[src/rtl/iabd_pkg.sv]
package iabd_pkg;

  localparam int unsigned SAMPLE_BITS = 16;
  localparam int unsigned INDEX_BITS  = 7;
  localparam int unsigned STEP_BITS   = 15;

  localparam logic signed [17:0] PRED_MIN = -18'sd32768;
  localparam logic signed [17:0] PRED_MAX = 18'sd32767;
  localparam logic signed [8:0]  INDEX_MAX = 9'sd88;
  localparam logic [3:0]         NIBBLE_MASK = 4'hF;

  typedef logic signed [SAMPLE_BITS-1:0] sample_t;
  typedef logic [INDEX_BITS-1:0]         index_t;
  typedef logic [STEP_BITS-1:0]          step_t;

  // decoder output for one nibble
  typedef struct packed {
    sample_t sample;
    index_t  index;
  } nib_result_t;

  function automatic logic signed [4:0] index_adjust(input logic [3:0] code);
    logic signed [4:0] adj;
    unique case (code[2:0])
      3'd4:    adj = 5'sd2;
      3'd5:    adj = 5'sd4;
      3'd6:    adj = 5'sd6;
      3'd7:    adj = 5'sd8;
      default: adj = -5'sd1;
    endcase
    return adj;
  endfunction

  function automatic step_t step_size(input index_t idx);
    step_t s;
    unique case (idx)
      7'd0:  s = 15'd7;     7'd1:  s = 15'd8;     7'd2:  s = 15'd9;     7'd3:  s = 15'd10;
      7'd4:  s = 15'd11;    7'd5:  s = 15'd12;    7'd6:  s = 15'd13;    7'd7:  s = 15'd14;
      7'd8:  s = 15'd16;    7'd9:  s = 15'd17;    7'd10: s = 15'd19;    7'd11: s = 15'd21;
      7'd12: s = 15'd23;    7'd13: s = 15'd25;    7'd14: s = 15'd28;    7'd15: s = 15'd31;
      7'd16: s = 15'd34;    7'd17: s = 15'd37;    7'd18: s = 15'd41;    7'd19: s = 15'd45;
      7'd20: s = 15'd50;    7'd21: s = 15'd55;    7'd22: s = 15'd60;    7'd23: s = 15'd66;
      7'd24: s = 15'd73;    7'd25: s = 15'd80;    7'd26: s = 15'd88;    7'd27: s = 15'd97;
      7'd28: s = 15'd107;   7'd29: s = 15'd118;   7'd30: s = 15'd130;   7'd31: s = 15'd143;
      7'd32: s = 15'd157;   7'd33: s = 15'd173;   7'd34: s = 15'd190;   7'd35: s = 15'd209;
      7'd36: s = 15'd230;   7'd37: s = 15'd253;   7'd38: s = 15'd279;   7'd39: s = 15'd307;
      7'd40: s = 15'd337;   7'd41: s = 15'd371;   7'd42: s = 15'd408;   7'd43: s = 15'd449;
      7'd44: s = 15'd494;   7'd45: s = 15'd544;   7'd46: s = 15'd598;   7'd47: s = 15'd658;
      7'd48: s = 15'd724;   7'd49: s = 15'd796;   7'd50: s = 15'd876;   7'd51: s = 15'd963;
      7'd52: s = 15'd1060;  7'd53: s = 15'd1166;  7'd54: s = 15'd1282;  7'd55: s = 15'd1411;
      7'd56: s = 15'd1552;  7'd57: s = 15'd1707;  7'd58: s = 15'd1878;  7'd59: s = 15'd2066;
      7'd60: s = 15'd2272;  7'd61: s = 15'd2499;  7'd62: s = 15'd2749;  7'd63: s = 15'd3024;
      7'd64: s = 15'd3327;  7'd65: s = 15'd3660;  7'd66: s = 15'd4026;  7'd67: s = 15'd4428;
      7'd68: s = 15'd4871;  7'd69: s = 15'd5358;  7'd70: s = 15'd5894;  7'd71: s = 15'd6484;
      7'd72: s = 15'd7132;  7'd73: s = 15'd7845;  7'd74: s = 15'd8630;  7'd75: s = 15'd9493;
      7'd76: s = 15'd10442; 7'd77: s = 15'd11487; 7'd78: s = 15'd12635; 7'd79: s = 15'd13899;
      7'd80: s = 15'd15289; 7'd81: s = 15'd16818; 7'd82: s = 15'd18500; 7'd83: s = 15'd20350;
      7'd84: s = 15'd22385; 7'd85: s = 15'd24623; 7'd86: s = 15'd27086; 7'd87: s = 15'd29794;
      default: s = 15'd32767;
    endcase
    return s;
  endfunction

  // one ima-adpcm nibble: predictor update with 16-bit clamp, index update with 0..88 clamp
  function automatic nib_result_t decode_nibble(input sample_t pred, input index_t idx,
                                                input logic [3:0] code_in);
    logic [3:0]         code;
    step_t              step;
    logic [16:0]        diff;
    logic signed [17:0] sum;
    logic signed [8:0]  nidx;
    nib_result_t        r;
    code = code_in & NIBBLE_MASK;
    step = step_size(idx);
    diff = {5'd0, step[14:3]};
    if (code[2]) diff = diff + {2'd0, step};
    if (code[1]) diff = diff + {3'd0, step[14:1]};
    if (code[0]) diff = diff + {4'd0, step[14:2]};
    if (code[3]) sum = 18'(pred) - $signed({1'b0, diff});
    else         sum = 18'(pred) + $signed({1'b0, diff});
    if (sum < PRED_MIN)      r.sample = PRED_MIN[15:0];
    else if (sum > PRED_MAX) r.sample = PRED_MAX[15:0];
    else                     r.sample = sum[15:0];
    nidx = $signed({2'b00, idx}) + 9'(index_adjust(code));
    if (nidx < 9'sd0)          r.index = '0;
    else if (nidx > INDEX_MAX) r.index = INDEX_MAX[6:0];
    else                       r.index = nidx[6:0];
    return r;
  endfunction

endpackage

[src/rtl/ima_adpcm_byte_decoder.sv]
// Mono 4-bit IMA-ADPCM decoder taking one packed byte per beat, low nibble first, and giving
// one 16-bit sample per output beat. A byte is held in an input register and its two nibbles go
// through a single nibble decoder one after the other; while the output is not stalled, the output
// runs at one sample per cycle. The high nibble of a byte whose low nibble is the last sample of
// the track is dropped. The first sample of a byte is decoded from the input register into the
// output sample register, and the next byte is taken while results are
// still waiting. out_tlast marks the final sample of a byte, out_tuser the last sample of the
// track; after that sample the predictor and step index return to zero and the sample counter
// reloads, so the track loops. A write on the cfg port sets the track length (low COUNT_BITS
// bits, zero meaning 2^COUNT_BITS) and rewinds at once; write only while the block is idle.
module ima_adpcm_byte_decoder #(
  parameter int unsigned COUNT_BITS = 32
) (
  input  logic        clk,
  input  logic        rst_n,
  input  logic        cfg_we,
  input  logic [31:0] cfg_wdata,   // sample_count
  input  logic        in_tvalid,
  output logic        in_tready,
  input  logic [7:0]  in_tdata,    // [7:0] packed_byte
  output logic        out_tvalid,
  input  logic        out_tready,
  output logic [15:0] out_tdata,   // [15:0] sample
  output logic        out_tlast,   // last_of_byte
  output logic        out_tuser    // [0] track_end
);
  import iabd_pkg::*;

  logic [COUNT_BITS-1:0] count_r;
  logic [COUNT_BITS-1:0] left_r, left_nxt;
  sample_t               pred_r, pred_nxt;
  index_t                idx_r, idx_nxt;
  logic [7:0]            byte_r;
  logic                  byte_valid_r, byte_valid_nxt;
  logic                  phase_r, phase_nxt;
  logic                  out_valid_r, out_valid_nxt;
  sample_t               out_sample_r;
  logic                  out_last_r, out_end_r;

  logic        advance, track_end, byte_done, in_fire;
  logic [3:0]  code;
  nib_result_t nib;

  assign advance   = byte_valid_r && (!out_valid_r || out_tready);
  assign code      = phase_r ? byte_r[7:4] : byte_r[3:0];
  assign nib       = decode_nibble(pred_r, idx_r, code);
  assign track_end = (left_r == COUNT_BITS'(1));
  assign byte_done = phase_r || track_end;
  assign in_tready = !byte_valid_r || (advance && byte_done);
  assign in_fire   = in_tvalid && in_tready;

  always_comb begin
    pred_nxt       = pred_r;
    idx_nxt        = idx_r;
    left_nxt       = left_r;
    phase_nxt      = phase_r;
    byte_valid_nxt = byte_valid_r;
    out_valid_nxt  = out_valid_r && !out_tready;
    if (advance) begin
      out_valid_nxt = 1'b1;
      // rewind right after the last sample of the track
      if (track_end) begin
        pred_nxt = '0;
        idx_nxt  = '0;
        left_nxt = count_r;
      end else begin
        pred_nxt = nib.sample;
        idx_nxt  = nib.index;
        left_nxt = left_r - COUNT_BITS'(1);
      end
      if (byte_done) begin
        phase_nxt      = 1'b0;
        byte_valid_nxt = 1'b0;
      end else begin
        phase_nxt = 1'b1;
      end
    end
    if (in_fire) begin
      byte_valid_nxt = 1'b1;
    end
  end

  always_ff @(posedge clk) begin
    if (!rst_n) begin
      count_r      <= COUNT_BITS'(1);
      left_r       <= COUNT_BITS'(1);
      pred_r       <= '0;
      idx_r        <= '0;
      byte_valid_r <= 1'b0;
      phase_r      <= 1'b0;
      out_valid_r  <= 1'b0;
    end else begin
      byte_valid_r <= byte_valid_nxt;
      phase_r      <= phase_nxt;
      out_valid_r  <= out_valid_nxt;
      if (cfg_we) begin
        count_r <= cfg_wdata[COUNT_BITS-1:0];
        left_r  <= cfg_wdata[COUNT_BITS-1:0];
        pred_r  <= '0;
        idx_r   <= '0;
      end else begin
        left_r <= left_nxt;
        pred_r <= pred_nxt;
        idx_r  <= idx_nxt;
      end
    end
  end

  always_ff @(posedge clk) begin
    if (in_fire) begin
      byte_r <= in_tdata;
    end
    if (advance) begin
      out_sample_r <= nib.sample;
      out_last_r   <= byte_done;
      out_end_r    <= track_end;
    end
  end

  assign out_tvalid = out_valid_r;
  assign out_tdata  = out_sample_r;
  assign out_tlast  = out_last_r;
  assign out_tuser  = out_end_r;

endmodule
[config.mk]
export PLATFORM = sky130hd
export DESIGN_NAME = ima_adpcm_byte_decoder
export DESIGN_NICKNAME = d
export VERILOG_FILES = /design/src/rtl/iabd_pkg.sv /design/src/rtl/ima_adpcm_byte_decoder.sv
export SDC_FILE = /design/constraint.sdc
export NUM_CORES = 1
export LEC_CHECK = 0
export BUFFER_PORTS_ARGS = -buffer_cell sky130_fd_sc_hd__buf_2
export CAP_MARGIN = 0
export CELL_PAD_IN_SITES_DETAIL_PLACEMENT = 2
export CELL_PAD_IN_SITES_GLOBAL_PLACEMENT = 2
export CORE_UTILIZATION = 37
export DETAILED_ROUTE_END_ITERATION = 12
export HOLD_SLACK_MARGIN = 0.12
export PLACE_DENSITY = 0.81
export SYNTH_ARGS = -nofsm -noshare
export SYNTH_HDL_FRONTEND = slang
export SYNTH_SLANG_ARGS = --single-unit
[constraint.sdc]
create_clock -name clk -period 9.5 [get_ports clk]
set_input_delay 0.475 -clock clk [delete_from_list [all_inputs] [get_ports clk]]
set_output_delay 0.475 -clock clk [all_outputs]
set_load 0.05 [all_outputs]
==> flow_summary.ini <==
[run_status]
status = finished, final reports clean

[min_path]
min_path_type = in -> reg

[floorplanning]
initial_core_util = 0.381
die_height_um = 180
dieWidth_um = 180
io_pins = 65
die_area_mm2 = 0.0325
rows = 64
design.core.area_mm2 = 0.0309

[route]
wl_met2_um = 23500
ant_nets = 0
vias = 12500
via_per_inst = 6.18
drt-initial-drc-count = 710
drc = 0
top_layer_used = met5
routed_wl_um = 46100
wl_met3_um = 1380
wirelength_met1_um = 20100
drt_pre_antenna_iters = 5
wire_per_inst_um = 22.8

[logic_synthesis]
async_flop_share = 0
synth_warnings = 0
synth_area_leader_cell = dfxtp_1
yosys-top-cells-area = dfxtp_1, ha_1, edfxtp_1
ys_ff_latch = 131
synth_area_mm2 = 0.0118
netlist.area_leader.share = 0.179
synth_edf_count = 26
synth_flop_cell = dfxtp_1
ys_seq_area_frac = 0.245
synthCells = 1587
synth_cell_types = 85
synth.net_count = 1718
avgSynthCellArea_um2 = 7.41

[layout]
multi_input_area_mm2 = 0.00830
nets = 1739
area_growth_pct = 10.6
final_cells = 2019
fin_util = 0.421
drive_gt1_frac = 0.0950
fin_area_mm2 = 0.0130
fillers = 3652
seq_area_mm2 = 0.00288

[place]
placed_cell_area_mm2 = 0.0124
gp_congestion = 0.899
port-buffer-count = 64
dp_hpwl_um = 32400
dp.cells = 1985

[sta]
slew_violations = 0
rsz0062_at_grt = no
setup_viol = 0
max_slew_margin = 0.226
period_share = 0.931
whs_ns = 0.231
worst_pin_slew_ns = 1.16
skew_ns = 0.0180
max_freq_ghz = 0.113
hold_viol = 0
period_needed_ns = 8.85
tns_ns = 0

[power]
ir_worst_vdd_mv = 0.117
p_per_area_mw_per_mm2 = 163
pwr-share-clk = 0.313
switchingPower_uw = 873
combPwrFrac = 0.379
p_leak_nw = 5.27
p_int_mw = 1.25
sw_frac_of_total = 0.412
power_frac_seq = 0.307

[worst_setup_path]
crit_required_ns = 9.78
cp-start-kind = flop
path_common_cell = ha_1
cp_slowest_stage_delay_ns = 0.57
critPathSlowestCell = o21ai_2
critPathBufInv = 4
critPathKind = reg -> reg
arrival_ns = 9.12
critPathMaxFanout = 18
path_delay_family = compound AO/OA/AOI/OAI gates
endpoint_kind = flop

[clocking]
cts.sinks = 131
htree_levels = 4
cts-root-buf = clkbuf_16
cts.path.max_buffers = 2
clk-insertion-delay-late_ns = 0.43
numCtsBuffers = 17
path_clk_slew_ns = 0.06
postCtsSetupBuffers = 0
cts_tree = done

[job]
max_cap_violations = 0

[global_routing]
grt_max_degree = 70
grt_overflow_total = 0
grt_antenna_before_repair = 4
grt_pass1_wl_um = 73700
grt_pass1_vias = 13500
grtUsageTotal = 0.281
==> cells by family (layout without fill, tap and decap cells) <==
family	Yosys count	after routing	share of synthesized area
buffers and inverters	155	189	0.0514
adders and majority gates	86	86	0.0947
AOI/OAI and AO/OA	577	577	0.319
DFF	131	131	0.245
other	0	2	0
xor gates and xnor gates	61	61	0.0472
muxes	32	32	0.0288
and+or+nand+nor	545	545	0.214
==> repair_timing <==
| item | 4_1_cts | 5_1_grt |
|---|---|---|
| setup endpoints to repair | 0 | 18 |
| resized for setup | 0 | 2 |
| hold buffers | 0 | 0 |
==> layout by cell type, fill, tap and decap left out, types with 9 or more instances in the layout <==
cell / n
o22ai_1: 19
o211ai_1: 20
and2_1: 18
o31ai_1: 9
nor2_1: 132
o21a_1: 17
a211o_1: 12
nor3_1: 45
nand3_1: 38
a211oi_1: 32
nor2b_1: 19
dfxtp_1: 105
edfxtp_1: 26
xor2_1: 23
clkbuf_16: 17
a21o_1: 17
nand4_1: 17
buf_2: 64
or3_1: 17
nor4_1: 10
a32oi_1: 9
mux2i_1: 22
o21ai_1: 13
nand2_1: 196
xnor2_1: 36
buf_4: 23
inv_1: 64
a21boi_0: 49
nand2b_1: 17
a31oi_1: 23
ha_1: 81
o21ai_0: 115
a21oi_1: 154
==> metrics by stage <==
step	setup slack, ns	power [mW]
2_1_floorplan	1.96	1.21
3_3_place_gp	0.967	1.39
3_5_place_dp	0.608	1.43
4_1_cts	0.510	2.13
5_1_grt	0.0145	2.22
6_report	0.655	2.12
==> synthesized netlist by cell type, drive strengths merged (10+ instances only) <==
| master | number |
|---|---|
| o31ai | 10 |
| a211oi | 34 |
| o22ai | 19 |
| o21a | 17 |
| nand4 | 17 |
| nor3 | 45 |
| a31oi | 24 |
| ha | 81 |
| xor2 | 24 |
| a21o | 17 |
| nor2b | 19 |
| a21boi | 49 |
| o211ai | 20 |
| and2 | 18 |
| edfxtp | 26 |
| a21oi | 155 |
| nand3 | 38 |
| dfxtp | 105 |
| mux2i | 23 |
| nor2 | 132 |
| a211o | 12 |
| or3 | 17 |
| o21ai | 129 |
| nand2b | 17 |
| inv | 66 |
| buf | 17 |
| nand2 | 197 |
| nor4 | 10 |
| xnor2 | 36 |
| clkbuf | 68 |
==> power by group through the flow <==
stage | logic, mW | registers, mW | clock network [mW]
after global placement | 0.736 | 0.659 | 0
after floorplan | 0.514 | 0.700 | 0
after global routing | 0.871 | 0.655 | 0.699
after detailed placement | 0.769 | 0.663 | 0
final | 0.804 | 0.651 | 0.664
after CTS | 0.801 | 0.652 | 0.678
==> per-layer routing <==
layer  vias up  GRT usage
met5         -          0
met3        75     0.0368
met4         2     0.0841
met2       272      0.516
li1       5879          -
met1      6257      0.339
==> cell type report <==
| class | count | share of cell area |
|---|---|---|
| clock inverter | 14 | 0.0103 |
| antenna | 2 | 0.000385 |
| multi-input combinational | 1301 | 0.638 |
| tap | 396 | 0.0381 |
| inverter | 70 | 0.0202 |
| sequential | 131 | 0.222 |
| timing repair buffer | 87 | 0.0379 |
| clock buffer | 18 | 0.0338 |
==> path summary, 6_finish.rpt <==
check | depth (start not counted) | from | endpoint | slack, ns
max | 36 | flop | pred_r[2]$_SDFFE_PP0P_ | 0.65
min reg2reg | 2 | count_r[16]$_SDFFE_PN0P_ | count_r[16]$_SDFFE_PN0P_ | 0.48
max reg2reg | 36 | flop | pred_r[2]$_SDFFE_PP0P_ | 0.65
min | 1 | in_tdata[4] | byte_r[4]$_DFFE_PP_ | 0.23
Note: power is estimated with default switching activity, not from simulation.
